File: config.mk
export PLATFORM = sky130hd
export DESIGN_NAME = lpsf_cfg_regs
export DESIGN_NICKNAME = d
export VERILOG_FILES = /design/src/hw/rtl/lpsf_pkg.sv /design/src/hw/rtl/lpsf_cfg_regs.sv
export SDC_FILE = /design/constraint.sdc
export NUM_CORES = 1
export LEC_CHECK = 0
export ABC_AREA = 1
export BUFFER_PORTS_ARGS = -buffer_cell sky130_fd_sc_hd__buf_2
export CORE_MARGIN = 2
export CORE_UTILIZATION = 45
export CTS_CLUSTER_SIZE = 16
export DETAILED_ROUTE_END_ITERATION = 10
export PLACE_DENSITY = 0.84
export SETUP_SLACK_MARGIN = 0.2
export SLEW_MARGIN = 20
export SYNTH_ARGS = -nofsm -noshare
export SYNTH_HDL_FRONTEND = slang
export SYNTH_SLANG_ARGS = --single-unit
export TNS_END_PERCENT = 50
File: constraint.sdc
create_clock -name i_clk -period 1 [get_ports i_clk]
set_input_delay 0.25 -clock i_clk [delete_from_list [all_inputs] [get_ports i_clk]]
set_output_delay 0.25 -clock i_clk [all_outputs]
set_load 0.02 [all_outputs]
File: src/hw/rtl/lpsf_pkg.sv
package lpsf_pkg;

    // Fraction bits of the fixed point coordinates and ranges
    localparam int COORD_FRAC_BITS = 16;

    localparam int COORD_W    = 32;
    localparam int RANGE_W    = 31;
    localparam int CNT_W      = 8;
    localparam int LINE_W     = 8;
    localparam int TAG_W      = 8;
    localparam int REFL_W     = 8;
    localparam int STAMP_W    = 64;
    localparam int OFFS_W     = 32;
    localparam int SQ_W       = 2 * COORD_W;
    localparam int BOUND_W    = 2 * RANGE_W;
    localparam int CFG_IDX_W  = 2;
    localparam int CFG_DATA_W = RANGE_W;

    // Reset values: 0.5 m and 300 m (clipped to the register width)
    localparam logic [63:0] RANGE_LIMIT   = 64'h0000_0000_7FFF_FFFF;
    localparam logic [63:0] MAX_RANGE_RAW = 64'd300 << COORD_FRAC_BITS;
    localparam logic [RANGE_W-1:0] MIN_RANGE_RST =
        RANGE_W'(64'd1 << (COORD_FRAC_BITS - 1));
    localparam logic [RANGE_W-1:0] MAX_RANGE_RST =
        RANGE_W'((MAX_RANGE_RAW > RANGE_LIMIT) ? RANGE_LIMIT : MAX_RANGE_RAW);
    localparam logic [CNT_W-1:0]  DECIMATION_RST = CNT_W'(2);
    localparam logic [LINE_W-1:0] LINE_COUNT_RST = LINE_W'(6);

    // Return quality field of the tag byte
    localparam logic [TAG_W-1:0] TAG_QUALITY_MASK = 8'h30;
    localparam logic [TAG_W-1:0] TAG_QUALITY_OK0  = 8'h00;
    localparam logic [TAG_W-1:0] TAG_QUALITY_OK1  = 8'h10;

    typedef enum logic [CFG_IDX_W-1:0] {
        CFG_MIN_RANGE  = 2'd0,
        CFG_MAX_RANGE  = 2'd1,
        CFG_DECIMATION = 2'd2,
        CFG_LINE_COUNT = 2'd3
    } t_cfg_idx;

    typedef struct packed {
        logic [RANGE_W-1:0] min_range;
        logic [RANGE_W-1:0] max_range;
        logic [CNT_W-1:0]   decimation;
        logic [LINE_W-1:0]  line_count;
    } t_cfg;

    typedef struct packed {
        logic signed [COORD_W-1:0] x;
        logic signed [COORD_W-1:0] y;
        logic signed [COORD_W-1:0] z;
        logic [REFL_W-1:0]         refl;
        logic [OFFS_W-1:0]         offset;
    } t_point;

endpackage

File: src/hw/rtl/lpsf_cfg_regs.sv
module lpsf_cfg_regs (
    input  logic                             i_clk,
    input  logic                             i_rst_n,
    input  logic                             i_cfg_we,
    input  logic [lpsf_pkg::CFG_IDX_W-1:0]   i_cfg_index,
    input  logic [lpsf_pkg::CFG_DATA_W-1:0]  i_cfg_data,
    output lpsf_pkg::t_cfg                   o_cfg
);

    lpsf_pkg::t_cfg r_cfg;
    lpsf_pkg::t_cfg n_cfg;

    // Decode the register write
    always_comb begin
        n_cfg = r_cfg;
        if (i_cfg_we) begin
            unique case (lpsf_pkg::t_cfg_idx'(i_cfg_index))
                lpsf_pkg::CFG_MIN_RANGE:  n_cfg.min_range  = i_cfg_data;
                lpsf_pkg::CFG_MAX_RANGE:  n_cfg.max_range  = i_cfg_data;
                lpsf_pkg::CFG_DECIMATION: n_cfg.decimation = i_cfg_data[lpsf_pkg::CNT_W-1:0];
                lpsf_pkg::CFG_LINE_COUNT: n_cfg.line_count = i_cfg_data[lpsf_pkg::LINE_W-1:0];
                default:                  n_cfg = r_cfg;
            endcase
        end
    end

    always_ff @(posedge i_clk) begin
        if (!i_rst_n) begin
            r_cfg.min_range  <= lpsf_pkg::MIN_RANGE_RST;
            r_cfg.max_range  <= lpsf_pkg::MAX_RANGE_RST;
            r_cfg.decimation <= lpsf_pkg::DECIMATION_RST;
            r_cfg.line_count <= lpsf_pkg::LINE_COUNT_RST;
        end else begin
            r_cfg <= n_cfg;
        end
    end

    assign o_cfg = r_cfg;

endmodule

==> metrics.csv, run 1 <==
stage,metric,value,unit
grt,vias in the first global route,3083,
sta,final worst-path cycle share,1.07,
power,Sw Pwr,0.00200,W
critical_path,Worst EP required,0.75,ns
route,drt pass-1 iters,4,
power,Clk network pwr share,0.373,
clocking,clk slew on worst S/H paths,0.08,ns
floorplan,IO Count,114,
sta,Tmin final,1.07,ns
grt,antenna violations before repair,0,
grt,first-pass GRT wire length,13600,um
clocking,TritonCTS Buffers,9,
floorplan,Core ar.,7140,sq um
sta,Final setup viols,78,
critical_path,CP Cell Sequence,buf_6,
route,wire length per cell,12.3,um
floorplan,Die Span Y,89.0,um
critical_path,WP buf/inv,1,
synth,Post-Syn Instances,492,
cells_and_area,final layout net count,649,
cells_and_area,"leading cell type in the layout, fill and taps excluded",nand2_1,
synth,sequential area share after synthesis,0.480,
clocking,CTS Root Cell,clkbuf_8,
sta,slew margin rel.,0.801,
clocking,CTS tree,built,
clocking,Max Buffers Root-to-Sink,2,
sta,actual slew at the worst max-slew pin,0.299,ns
sta,Pins Over Slew Limit,0,
placement,I/O Buffers,113,
critical_path,"CP delay by family, top",flip-flops,
placement,DP Worst Slack,-0.147,ns
synth,"flops & latches, synth",78,
route,Routed WL,8820,um
route,routed vias/inst,4.59,
power,Pleak,2.63,nW
route,Vias,3284,
cells_and_area,Area Overhead vs Synth,56.2,%
critical_path,WP data arrival,0.82,ns
sta,post-route setup slack,-0.0737,ns
outcome,status,"finished, violations left",
power,Peak supply drop,1390,uV
critical_path,Critical Path Slowest Stage Cell,dfxtp_2,
floorplan,Site Rows,31,
power,cell-internal power,0.00563,W
synth,average size of a mapped cell,6.61,sq um
critical_path,"Max FO, Critical Path",2,
clocking,Clock Latency Late Sink,0.35,ns
critical_path,CP Launch Type,flip-flop,
power,P per Cell Area,1500,nW/um^2
synth,"Cell Area, Synth",3250,sq um
sta,RSZ-0062 raised after global routing,true,
route,Iter 0 DRT Violations,128,
sta,final hold vios,0,
power,Sw Share,0.262,
cells_and_area,layout cells sized above 1,0.428,
clocking,CTS Hold Bufs,0,
power,logic gate share of total power,0.178,
synth,Syn Nets,528,
cells_and_area,final core utilization,0.712,
floorplan,Initial Util,0.456,
synth,post-synthesis cell type count,13,
critical_path,crit-path max cell delay,0.35,ns
grt,largest net degree at the start of global routing,46,
route,DRC violations left,0,
outcome,failing checks,negative setup slack,
grt,aggregate global-route resource usage,0.221,
power,sequential share of power,0.448,
critical_path,CP Class,flip-flop to output port,
cells_and_area,max FFs per register,78,
floorplan,Die X,89.0,um
job,max cap viols,0,
clocking,number of H-tree levels,3,
floorplan,die area,7930,sq um
cells_and_area,most frequent cells in the layout,"nand2_1, nor2_1, buf_6",
grt,Congestion Overflow GR,0,
placement,hpwl dp,5680,um
route,Final ANT Viol Nets,0,
clocking,clk sink count,78,
worst_hold_path,worst hold-check path type,input pin to flip-flop,
sta,Clock Skews,0,ns
cells_and_area,ANT cells,0,
critical_path,Setup crit end kind,output port,
sta,max frequency,931,MHz
synth,Synth Warn #,0,
placement,routability-driven placement congestion ratio,0.765,
-- routing by layer --
layer	vias to the layer above	track usage	part of all wire
li1	1703	-	-
met1	1473	0.252	0.41
met2	88	0.385	0.51
met3	20	0.0489	0.053
met4	0	0.121	0.023
met5	-	0	0
-- cell type report --
cell class              instances  area (sq um)
clock buffers                  11           141
repair buffers                140          1370
multi-input cells             311          1410
flip-flops and latches         78          1660
fillers                       590          2050
clock inverters                 4          95.1
inverters                      73           287
well taps                      99           124
-- kinds of logic (layout without fill, tap and decap cells) --
kind of cell | count (synthesis) | after routing | share of synthesized area
buffers and inverters | 103 | 228 | 0.131
flip-flops | 78 | 78 | 0.480
AND/OR/NAND/NOR | 281 | 281 | 0.343
AO/OA/AOI/OAI | 30 | 30 | 0.0461
-- path summary, 6_finish.rpt --
path	from	endpoint	slack, ns	cells past startpoint
max reg2reg	o_cfg[38]	o_cfg[38]	0.16	6
max	o_cfg[56]	o_cfg[56]	-0.07	1
min	i_cfg_data[19]	o_cfg[35]	0.12	3
min reg2reg	o_cfg[35]	o_cfg[35]	0.47	2
-- through the flow --
step	std cells	total power, W	setup TNS, ns	hold slack, ns	area, sq um
floorplan	492	0.00413	0	0.363	3400
global placement	691	0.00447	-5.18	0.436	4050
detailed placement	691	0.00451	-7.40	0.447	4050
CTS	711	0.00762	-6.01	0.108	4910
global route	716	0.00795	-6.60	0.128	5080
finish	716	0.00763	-4.56	0.123	5080
-- cell usage after synthesis, drive strengths merged --
master | n | area (sq um)
clkbuf | 4 | 15.0
nand4 | 1 | 6.26
buf | 26 | 136
nor2 | 112 | 423
nand3 | 42 | 215
inv | 73 | 274
dfxtp | 78 | 1560
a21oi | 30 | 150
nand2 | 126 | 473
-- repair_timing --
| item | CTS | global route |
|---|---|---|
| setup buffers | 5 | 5 |
| cloned | 0 | 0 |
| resized for setup | 234 | 36 |
| pin swaps | 0 | 9 |
| setup endpoints to repair | 78 | 114 |
-- power by group through the flow --
stage	Combinational, W	Clock [W]	Sequential, W
floorplan	0.000514	0	0.00362
global placement	0.00106	0	0.00341
detailed placement	0.00108	0	0.00342
CTS	0.00129	0.00292	0.00342
global route	0.00149	0.00302	0.00344
finish	0.00136	0.00285	0.00342
-- tightest hold or removal path: cells and delay by family --
family                 cells  cell delay, ns
AND/OR/NAND/NOR            2            0.12
buffers and inverters      1            0.09
No activity file was read; power rests on OpenSTA's default activity.
==> inputs of run 2 (changes only) <==
--- a/config.mk
+++ b/config.mk
@@ -13,6 +13,7 @@
 export DETAILED_ROUTE_END_ITERATION = 10
 export PLACE_DENSITY = 0.84
 export SETUP_SLACK_MARGIN = 0.2
+export SKIP_LAST_GASP = 1
 export SLEW_MARGIN = 20
 export SYNTH_ARGS = -nofsm -noshare
 export SYNTH_HDL_FRONTEND = slang
==> run 2 against run 1 <==
The run still ends with negative setup slack left. Cell count down 0.14%. Routed wire length down 0.69%. Total power down 0.63%. Sequential share of layout area up 0.97 points. Die area unchanged. Clock skew unchanged. Core utilization down 2.1 points. Cell area down 2.9%. Clock power about the same. Sequential cell count unchanged. Combinational power down 4%. Largest cell class unchanged. Largest power group unchanged.
==> metrics.csv, run 2 (synthesized netlist as in run 1, its figures left out) <==
stage,metric,value,unit
floorplan,Die X,89.0,um
sta,final worst-path cycle share,1.07,
placement,DP Worst Slack,-0.147,ns
placement,hpwl dp,5680,um
critical_path,worst-case reg-to-reg path depth,6,
critical_path,r2r setup slk,0.15,ns
sta,actual slew at the worst max-slew pin,0.260,ns
job,max cap viols,0,
route,DRC violations left,0,
cells_and_area,Area Overhead vs Synth,51.7,%
power,P per Cell Area,1540,nW/um^2
cells_and_area,fin cells,715,
worst_hold_path,WHS Path Cells,3,
floorplan,die area,7930,sq um
sta,max frequency,930,MHz
grt,aggregate global-route resource usage,0.218,
cells_and_area,"leading cell type in the layout, fill and taps excluded",nand2_1,
sta,Pins Over Slew Limit,0,
outcome,failing checks,negative setup slack,
sta,WHS,0.127,ns
route,Routed WL,8750,um
grt,vias in the first global route,3035,
cells_and_area,layout cells sized above 1,0.391,
outcome,status,"finished, violations left",
power,Tot Pwr,0.00758,W
power,Peak supply drop,1390,uV
sta,final hold vios,0,
sta,Final setup viols,78,
sta,slew margin rel.,0.826,
worst_hold_path,Hold Path End,o_cfg[39],
clocking,number of H-tree levels,3,
critical_path,CP Launch Type,flip-flop,
route,drt pass-1 iters,4,
sta,post-route setup slack,-0.0749,ns
clocking,clk slew on worst S/H paths,0.08,ns
worst_hold_path,min-delay src,i_cfg_data[23],
grt,largest net degree at the start of global routing,46,
critical_path,"Max FO, Critical Path",2,
route,routed vias/inst,4.62,
critical_path,"CP delay by family, top",flip-flops,
clocking,CTS tree,built,
critical_path,WP buf/inv,1,
clocking,Max Buffers Root-to-Sink,2,
cells_and_area,most frequent cells in the layout,"nand2_1, nor2_1, dfxtp_2",
worst_hold_path,worst hold-check path type,input pin to flip-flop,
critical_path,Crit Reg-Reg Startpoint,o_cfg[38],
clocking,TritonCTS Buffers,9,
critical_path,Worst EP required,0.75,ns
cells_and_area,ANT cells,0,
power,Pleak,2.60,nW
cells_and_area,final core utilization,0.692,
placement,routability-driven placement congestion ratio,0.765,
floorplan,Core ar.,7140,sq um
sta,Tmin final,1.07,ns
grt,first-pass GRT wire length,13400,um
clocking,clk sink count,78,
critical_path,Reg-to-Reg End,o_cfg[38],
cells_and_area,max FFs per register,78,
grt,Congestion Overflow GR,0,
floorplan,Die Span Y,89.0,um
floorplan,IO Count,114,
critical_path,Critical Path Slowest Stage Cell,dfxtp_2,
critical_path,Setup crit end kind,output port,
route,Vias,3302,
placement,I/O Buffers,113,
placement,Inst Count DP,691,
clocking,CTS Root Cell,clkbuf_8,
cells_and_area,Fillers,619,
sta,RSZ-0062 raised after global routing,true,
floorplan,Site Rows,31,
sta,Clock Skews,0,ns
route,Final ANT Viol Nets,0,
critical_path,crit-path max cell delay,0.36,ns
floorplan,Initial Util,0.456,
route,Iter 0 DRT Violations,97,
route,wire length per cell,12.2,um
critical_path,CP Cell Sequence,buf_6,
grt,antenna violations before repair,0,
critical_path,WP data arrival,0.82,ns
critical_path,CP Class,flip-flop to output port,
cells_and_area,final layout net count,648,
clocking,Clock Latency Late Sink,0.35,ns
[run 2: worst max path at each step]
stage,start,cells after the start,endpoint
after floorplan,i_cfg_index[0],5,o_cfg[5]
after global placement,i_cfg_index[1],6,o_cfg[76]
after detailed placement,i_cfg_index[1],6,o_cfg[56]
after CTS,o_cfg[53],1,o_cfg[53]
after global routing,o_cfg[56],1,o_cfg[56]
final,o_cfg[56],1,o_cfg[56]
[run 2: metal layers]
layer	wire length, um	part of all wire	GRT usage	vias up
met2	4470	0.51	0.379	99
met5	0	0	0	-
met3	476	0.054	0.0480	22
met1	3600	0.41	0.250	1485
li1	-	-	-	1696
met4	204	0.023	0.118	0
[run 2: timing repair]
action                                  CTS  global route
resized for setup                       194            39
setup buffers                             5             4
hold buffers                              0             0
endpoints found under the setup margin   78           114
[run 2: where the power goes]
part	leakage (nW)	total (W)	internal, W	switching (W)
logic	1.82	0.00131	0.000595	0.000712
registers	0.665	0.00342	0.00330	0.000121
clock network	0.119	0.00285	0.00171	0.00114
total	2.60	0.00758	0.00561	0.00197
[run 2: cell type report]
class | instances | area, sq um | area share
Tap cell | 99 | 124 | 0.0251
Clock buffer | 11 | 141 | 0.0286
Clock inverter | 4 | 95.1 | 0.0193
Inverter | 73 | 287 | 0.0580
Multi-Input combinational cell | 311 | 1310 | 0.265
Timing Repair Buffer | 139 | 1320 | 0.267
Sequential cell | 78 | 1660 | 0.336
[run 2: per-stage QoR]
step	instance area [sq um]	setup TNS [ns]
2_1_floorplan	3400	0
4_1_cts	4790	-6.61
5_1_grt	4940	-6.69
3_3_place_gp	4050	-5.18
6_report	4940	-4.59
3_5_place_dp	4050	-7.40
