## src/hw/rtl/lpsf_pkg.sv

```systemverilog
package lpsf_pkg;

    // Fraction bits of the fixed point coordinates and ranges
    localparam int COORD_FRAC_BITS = 16;

    localparam int COORD_W    = 32;
    localparam int RANGE_W    = 31;
    localparam int CNT_W      = 8;
    localparam int LINE_W     = 8;
    localparam int TAG_W      = 8;
    localparam int REFL_W     = 8;
    localparam int STAMP_W    = 64;
    localparam int OFFS_W     = 32;
    localparam int SQ_W       = 2 * COORD_W;
    localparam int BOUND_W    = 2 * RANGE_W;
    localparam int CFG_IDX_W  = 2;
    localparam int CFG_DATA_W = RANGE_W;

    // Reset values: 0.5 m and 300 m (clipped to the register width)
    localparam logic [63:0] RANGE_LIMIT   = 64'h0000_0000_7FFF_FFFF;
    localparam logic [63:0] MAX_RANGE_RAW = 64'd300 << COORD_FRAC_BITS;
    localparam logic [RANGE_W-1:0] MIN_RANGE_RST =
        RANGE_W'(64'd1 << (COORD_FRAC_BITS - 1));
    localparam logic [RANGE_W-1:0] MAX_RANGE_RST =
        RANGE_W'((MAX_RANGE_RAW > RANGE_LIMIT) ? RANGE_LIMIT : MAX_RANGE_RAW);
    localparam logic [CNT_W-1:0]  DECIMATION_RST = CNT_W'(2);
    localparam logic [LINE_W-1:0] LINE_COUNT_RST = LINE_W'(6);

    // Return quality field of the tag byte
    localparam logic [TAG_W-1:0] TAG_QUALITY_MASK = 8'h30;
    localparam logic [TAG_W-1:0] TAG_QUALITY_OK0  = 8'h00;
    localparam logic [TAG_W-1:0] TAG_QUALITY_OK1  = 8'h10;

    typedef enum logic [CFG_IDX_W-1:0] {
        CFG_MIN_RANGE  = 2'd0,
        CFG_MAX_RANGE  = 2'd1,
        CFG_DECIMATION = 2'd2,
        CFG_LINE_COUNT = 2'd3
    } t_cfg_idx;

    typedef struct packed {
        logic [RANGE_W-1:0] min_range;
        logic [RANGE_W-1:0] max_range;
        logic [CNT_W-1:0]   decimation;
        logic [LINE_W-1:0]  line_count;
    } t_cfg;

    typedef struct packed {
        logic signed [COORD_W-1:0] x;
        logic signed [COORD_W-1:0] y;
        logic signed [COORD_W-1:0] z;
        logic [REFL_W-1:0]         refl;
        logic [OFFS_W-1:0]         offset;
    } t_point;

endpackage

```

## src/hw/rtl/lpsf_front.sv

```systemverilog
module lpsf_front (
    input  logic                                  i_clk,
    input  logic                                  i_rst_n,
    input  lpsf_pkg::t_cfg                        i_cfg,
    input  logic                                  i_in_valid,
    output logic                                  o_in_stall,
    input  logic                                  i_frame_start,
    input  logic signed [lpsf_pkg::COORD_W-1:0]   i_pos_x,
    input  logic signed [lpsf_pkg::COORD_W-1:0]   i_pos_y,
    input  logic signed [lpsf_pkg::COORD_W-1:0]   i_pos_z,
    input  logic [lpsf_pkg::REFL_W-1:0]           i_reflectivity,
    input  logic [lpsf_pkg::STAMP_W-1:0]          i_stamp_ns,
    input  logic [lpsf_pkg::LINE_W-1:0]           i_scan_line,
    input  logic [lpsf_pkg::TAG_W-1:0]            i_tag_bits,
    output logic                                  o_valid,
    input  logic                                  i_ready,
    output lpsf_pkg::t_point                      o_point
);

    logic [lpsf_pkg::STAMP_W-1:0]        r_time_base;
    logic [lpsf_pkg::STAMP_W-1:0]        n_time_base;
    logic [lpsf_pkg::CNT_W-1:0]          r_count;
    logic [lpsf_pkg::CNT_W-1:0]          n_count;
    logic signed [lpsf_pkg::COORD_W-1:0] r_prev_x;
    logic signed [lpsf_pkg::COORD_W-1:0] r_prev_y;
    logic signed [lpsf_pkg::COORD_W-1:0] r_prev_z;
    logic signed [lpsf_pkg::COORD_W-1:0] n_prev_x;
    logic signed [lpsf_pkg::COORD_W-1:0] n_prev_y;
    logic signed [lpsf_pkg::COORD_W-1:0] n_prev_z;
    logic                                r_valid;
    lpsf_pkg::t_point                    r_point;

    logic                                w_fire;
    logic                                w_line_ok;
    logic                                w_tag_ok;
    logic                                w_qual;
    logic [lpsf_pkg::TAG_W-1:0]          w_quality;
    logic [lpsf_pkg::CNT_W-1:0]          w_n;
    logic [lpsf_pkg::CNT_W-1:0]          w_cnt_inc;
    logic                                w_keep;
    logic                                w_dup;
    logic                                w_cand;
    logic [lpsf_pkg::STAMP_W:0]          w_diff;
    logic [lpsf_pkg::OFFS_W-1:0]         w_offset;

    // Transfer on the input side when the stage register is free or drains
    assign o_in_stall = r_valid && !i_ready;
    assign w_fire     = i_in_valid && !o_in_stall;

    // Qualify the point: scan line, return quality, decimation
    assign w_line_ok = i_scan_line < i_cfg.line_count;
    assign w_quality = i_tag_bits & lpsf_pkg::TAG_QUALITY_MASK;
    assign w_tag_ok  = (w_quality == lpsf_pkg::TAG_QUALITY_OK0) ||
                       (w_quality == lpsf_pkg::TAG_QUALITY_OK1);
    assign w_qual    = w_line_ok && w_tag_ok;
    assign w_n       = (i_cfg.decimation == '0) ? lpsf_pkg::CNT_W'(1) : i_cfg.decimation;
    assign w_cnt_inc = r_count + lpsf_pkg::CNT_W'(1);
    assign w_keep    = w_qual && (w_cnt_inc >= w_n);

    // Compare against the previous slot before it is overwritten
    assign w_dup  = (i_pos_x == r_prev_x) && (i_pos_y == r_prev_y) && (i_pos_z == r_prev_z);
    assign w_cand = !i_frame_start && w_keep && !w_dup;

    // Time offset from the frame base, clamped to zero and to 32 bits
    assign w_diff = {1'b0, i_stamp_ns} - {1'b0, r_time_base};
    always_comb begin
        if (w_diff[lpsf_pkg::STAMP_W]) begin
            w_offset = '0;
        end else if (|w_diff[lpsf_pkg::STAMP_W-1:lpsf_pkg::OFFS_W]) begin
            w_offset = '1;
        end else begin
            w_offset = w_diff[lpsf_pkg::OFFS_W-1:0];
        end
    end

    // Frame state update
    always_comb begin
        n_time_base = r_time_base;
        n_count     = r_count;
        n_prev_x    = r_prev_x;
        n_prev_y    = r_prev_y;
        n_prev_z    = r_prev_z;
        if (w_fire) begin
            if (i_frame_start) begin
                n_time_base = i_stamp_ns;
                n_count     = '0;
                n_prev_x    = '0;
                n_prev_y    = '0;
                n_prev_z    = '0;
            end else begin
                if (w_qual) begin
                    n_count = w_keep ? '0 : w_cnt_inc;
                end
                n_prev_x = w_keep ? i_pos_x : '0;
                n_prev_y = w_keep ? i_pos_y : '0;
                n_prev_z = w_keep ? i_pos_z : '0;
            end
        end
    end

    always_ff @(posedge i_clk) begin
        if (!i_rst_n) begin
            r_time_base <= '0;
            r_count     <= '0;
            r_prev_x    <= '0;
            r_prev_y    <= '0;
            r_prev_z    <= '0;
            r_valid     <= 1'b0;
        end else begin
            r_time_base <= n_time_base;
            r_count     <= n_count;
            r_prev_x    <= n_prev_x;
            r_prev_y    <= n_prev_y;
            r_prev_z    <= n_prev_z;
            if (w_fire) begin
                r_valid <= w_cand;
            end else if (i_ready) begin
                r_valid <= 1'b0;
            end
        end
    end

    // Capture the candidate payload
    always_ff @(posedge i_clk) begin
        if (w_fire) begin
            r_point.x      <= i_pos_x;
            r_point.y      <= i_pos_y;
            r_point.z      <= i_pos_z;
            r_point.refl   <= i_reflectivity;
            r_point.offset <= w_offset;
        end
    end

    assign o_valid = r_valid;
    assign o_point = r_point;

`ifndef SYNTH
    a_frame_clears: assert property (@(posedge i_clk) disable iff (!i_rst_n)
        w_fire && i_frame_start |=>
            r_count == '0 && r_prev_x == '0 && r_prev_y == '0 && r_prev_z == '0)
        else $error("frame start did not clear counter and previous slot");

    a_reject_keeps_count: assert property (@(posedge i_clk) disable iff (!i_rst_n)
        w_fire && !i_frame_start && !w_qual |=>
            r_count == $past(r_count) && r_prev_x == '0 && r_prev_y == '0 && r_prev_z == '0)
        else $error("rejected point changed counter or left previous slot set");

    a_stage_holds: assert property (@(posedge i_clk) disable iff (!i_rst_n)
        r_valid && !i_ready |=> r_valid && $stable(r_point))
        else $error("candidate lost while downstream busy");
`endif

endmodule

```

## config.mk

```make
export PLATFORM = sky130hd
export DESIGN_NAME = lpsf_front
export DESIGN_NICKNAME = d
export VERILOG_FILES = /design/src/hw/rtl/lpsf_pkg.sv /design/src/hw/rtl/lpsf_front.sv
export SDC_FILE = /design/constraint.sdc
export NUM_CORES = 1
export LEC_CHECK = 0
export BUFFER_PORTS_ARGS = -buffer_cell sky130_fd_sc_hd__buf_2
export CAP_MARGIN = 25
export CORE_MARGIN = 2
export CORE_UTILIZATION = 55
export DETAILED_ROUTE_END_ITERATION = 8
export HOLD_SLACK_MARGIN = 0.15
export PLACE_DENSITY = 0.8
export SYNTH_ARGS = -nofsm -noshare
export SYNTH_HDL_FRONTEND = slang
export SYNTH_SLANG_ARGS = --single-unit
```

## constraint.sdc

```tcl
create_clock -name i_clk -period 6.3 [get_ports i_clk]
set_input_delay 0 -clock i_clk [delete_from_list [all_inputs] [get_ports i_clk]]
set_output_delay 0 -clock i_clk [all_outputs]
set_load 0.01 [all_outputs]
```

==> summary.txt <==
GRT
  • Gr usage total: 33.9%
  • Initial antenna violation count: 5
  • Global-route wire length before repair: around 89 mm
  • Vias in the first global route: roughly 17000
  • Largest net degree at the start of global routing: 140
  • Remaining Overflow, GRT: 0

Die
  • Die H: 179 µm
  • DIE AREA: between 30000 and 40000 µm²
  • Core ar.: between 30000 and 40000 µm²
  • Initial core utilization: around 56%
  • Die width: 179 µm
  • # IOs: 405
  • FP Rows: 64

Drt
  • Routed len/inst: between 20 and 25 µm
  • Via count: 16900
  • First drt pass iteration count: 8
  • DRT iter0 DRCs: between 1500 and 2000
  • Antenna Nets Post-Route: 0
  • DR vias/cell: ~6
  • # DRC: 0
  • WL final: approximately 57 mm

Clock network
  • Clock transition at path regs: roughly 0.06 ns
  • Root Driver: clkbuf_16
  • CTS Sinks: 305
  • Setup Fix Bufs, Post-CTS: 0
  • TritonCTS clock tree: yes
  • Htree depth: 1
  • CTS buffer count: 31
  • CTS max path bufs: 3
  • Worst skew pair latency: a little under 0.6 ns

Power and ir drop
  • Leakage: ~8.6 nW
  • Max IR drop VDD: about 0.28 mV
  • Power Density: 230 nW/µm²
  • Total chip power: between 5 and 6 mW

Cells and area
  • FILL cells: around 2100
  • Area Growth Syn to Fin: 30.5%
  • Core Util, Final: 72.6%
  • Layout cell share with drive strength beyond 1: about 17%
  • Fin nets: about 2700

Yosys
  • Dominant synthesized flop cell: dfxtp_1
  • Distinct cells, synth: 73
  • Synth Net Count: ~2200
  • Mapped Area: around 17000 µm²
  • Synth Warn #: 0
  • #FFs+latches synth: 305
  • Syn Area/Cell: around 9 µm²
  • Post-Synthesis Cells: 1883
  • Seq/Total Area, Yosys: between 40 and 50%
  • Number of flops mapped to enable cells by yosys: around 140
  • Ys async rst share: 0%

Worst setup path
  • CP Data Arrival Time: slightly above 5 ns
  • Setup crit end kind: register
  • Critical path launch point type: register
  • Worst path depth: 13
  • Critical path type: reg -> reg
  • CP max FO: 32
  • Worst-path cell chain: inv_1 > ha_1 > nand4_1 > nor3_1 > nand2_1 > a211oi_2 > a211oi_4 > xnor2_1 > nor4b_2 > o2111ai_1 > or4_4 > nor2_4 > a31oi_1
  • Worst path top cell family by delay: simple AND/OR/NAND/NOR gates
  • Cells on worst reg2reg path: 13
  • Critical Path Slowest Stage Cell: nor2_4
  • Critical Path RT: approximately 6.6 ns
  • Peak per-stage delay on the critical path: 0.62 ns
  • Worst Path Buf+Inv: 1

Place
  • PortBufs: between 300 and 400
  • Routability Congestion: 1.00
  • Post-DP HPWL: between 30 and 40 mm

Timing
  • Max Slew Vio Count: 0
  • Least-Margin Pin Slew: 1.06 ns
  • Max Fclk: between 200 and 250 MHz
  • Final Hold Fails: 0
  • Final setup fails: 0
  • Final worst path period need: 4.79 ns
  • RSZ-0062 raised after global routing: false
  • Setup Skew: about 0.042 ns
  • Setup TNS Final: 0 ns
  • Rel. slew slack: between 20% and 30%
  • Period utilisation layout: 76.0%

Hold path
  • Worst hold path class: in -> reg
  • WHS Path Cells: 5

Outcome
  • Outcome: finished clean

Flow run
  • Max-cap viol count: 0
-- worst reg2reg max path: cells and delay by family, from the launching register on --
family | cells | cell delay (ns)
compound gates | 4 | 0.88
xor+xnor | 1 | 0.18
fa+ha+maj | 1 | 0.51
buf+inv | 1 | 0.05
flops | 1 | 0.34
simple gates | 6 | 2.51
-- repair_timing --
item,in CTS,in global routing
hold endpoints to repair,281,0
resized for setup,0,0
hold buffers,226,0
-- report_power, final --
part / internal (mW) / switching [mW] / leakage, nW
registers: 2.17 / 0.0352 / 2.69
logic: 0.418 / 0.621 / 5.42
clock network: 1.04 / 0.810 / 0.490
total: 3.62 / 1.47 / 8.60
-- flip-flops by register name (all words and copies together), names as in the netlist --
register / cells
o_point: 136
o_valid: 1
r_count: 8
r_prev_x: 32
r_prev_y: 32
r_prev_z: 32
r_time_base: 64
-- synth_stat cells (4+ instances only) --
master	number	share of area, %
o21a_1	16	0.71
nand2_1	325	7.2
a21oi_2	5	0.26
a31oi_1	39	1.4
nor2b_1	4	0.15
and3_1	4	0.15
nand3b_1	5	0.22
clkbuf_1	76	1.7
xnor2_1	85	4.4
a211o_1	4	0.21
a21oi_1	85	2.5
or2_2	7	0.26
xor2_1	55	2.8
o22ai_1	5	0.18
o21ai_1	13	0.38
buf_1	13	0.29
o21ai_0	51	1.5
or4_1	4	0.18
o211ai_1	16	0.71
mux2i_1	4	0.24
or3_1	11	0.41
edfxtp_1	136	24
nand2b_1	14	0.52
a21o_1	22	0.98
nor2_1	75	1.7
o31ai_1	4	0.18
ha_1	80	5.9
nor3_1	18	0.53
dfxtp_1	169	20
a21boi_0	162	7.2
buf_2	11	0.33
o21bai_1	6	0.27
inv_1	97	2.2
a22oi_1	5	0.22
nand4_1	52	1.9
a211oi_1	13	0.58
o221ai_1	4	0.21
a22o_1	5	0.26
nor4_1	19	0.70
nand3_1	113	3.3
a221oi_1	4	0.21
-- per-layer routing --
metal	share of wire (%)	track usage (%)	wire length, µm
met1	39	41.7	22200
met2	49	58.3	27800
met3	7.3	4.70	4180
met4	5.4	17.1	3110
met5	0.021	0	12
-- area by class of cell --
class	instances	area, µm²	share of cell area (%)
multi-input combinational	1377	8700	39.4
sequential	305	7470	33.8
timing repair buffer	570	4030	18.2
clock buffer	39	846	3.83
tap	396	495	2.24
inverter	98	375	1.70
clock inverter	19	166	0.753
antenna	4	10.0	0.0453
-- cells by family (layout without fill, tap and decap cells) --
group	Yosys count	after routing	share of synthesized area [%]
simple gates	667	667	18.1
compound gates	483	483	19.5
flops	305	305	44.1
buf+inv	201	726	4.67
xor+xnor	140	140	7.24
fa+ha+maj	81	81	6.03
mux	6	6	0.370
other cells	0	4	0
-- worst paths after layout --
| check | slack, ns | startpoint | endpoint |
|---|---|---|---|
| setup / recovery | 1.51 | r_time_base[37]$_SDFFE_PN0P_ | o_point[10]$_SDFFCE_PN0P_ |
| hold / removal | 0.16 | i_frame_start | r_time_base[4]$_SDFFE_PN0P_ |
| setup reg to reg | 1.51 | r_time_base[37]$_SDFFE_PN0P_ | o_point[10]$_SDFFCE_PN0P_ |
| hold reg to reg | 0.46 | r_time_base[7]$_SDFFE_PN0P_ | r_time_base[7]$_SDFFE_PN0P_ |
-- layout by cell type (no fill, tap or decap), types with 7 or more instances in the layout --
cell           count
a21o_1            22
nand2b_1          14
nand3_1          113
o21a_1            16
buf_4              9
dlygate4sd3_1    226
ha_1              80
a21boi_0         162
a31oi_1           39
dfxtp_1          169
nand4_1           52
xor2_1            55
inv_1             97
xnor2_1           85
or2_2              7
clkinv_1           7
o211ai_1          16
o21ai_0           51
nand2_1          323
buf_2            334
a211oi_1          13
edfxtp_1         136
or3_1             11
nor2_1            73
o21ai_1           13
clkbuf_16         31
nor4_1            19
a21oi_1           85
nor3_1            18
-- stage by stage --
stage | setup slack (ns) | hold WS [ns] | std cells | instance area, µm²
finish | 1.51 | 0.162 | 2808 | 22100
floorplan | 1.14 | 0.0989 | 1883 | 16900
CTS | 1.65 | 0.158 | 2803 | 22100
global placement | 1.82 | 0.178 | 2519 | 18800
detailed placement | 1.67 | 0.179 | 2519 | 18800
global route | 1.33 | 0.165 | 2808 | 22100
Note: power is estimated with default switching activity, not from simulation.
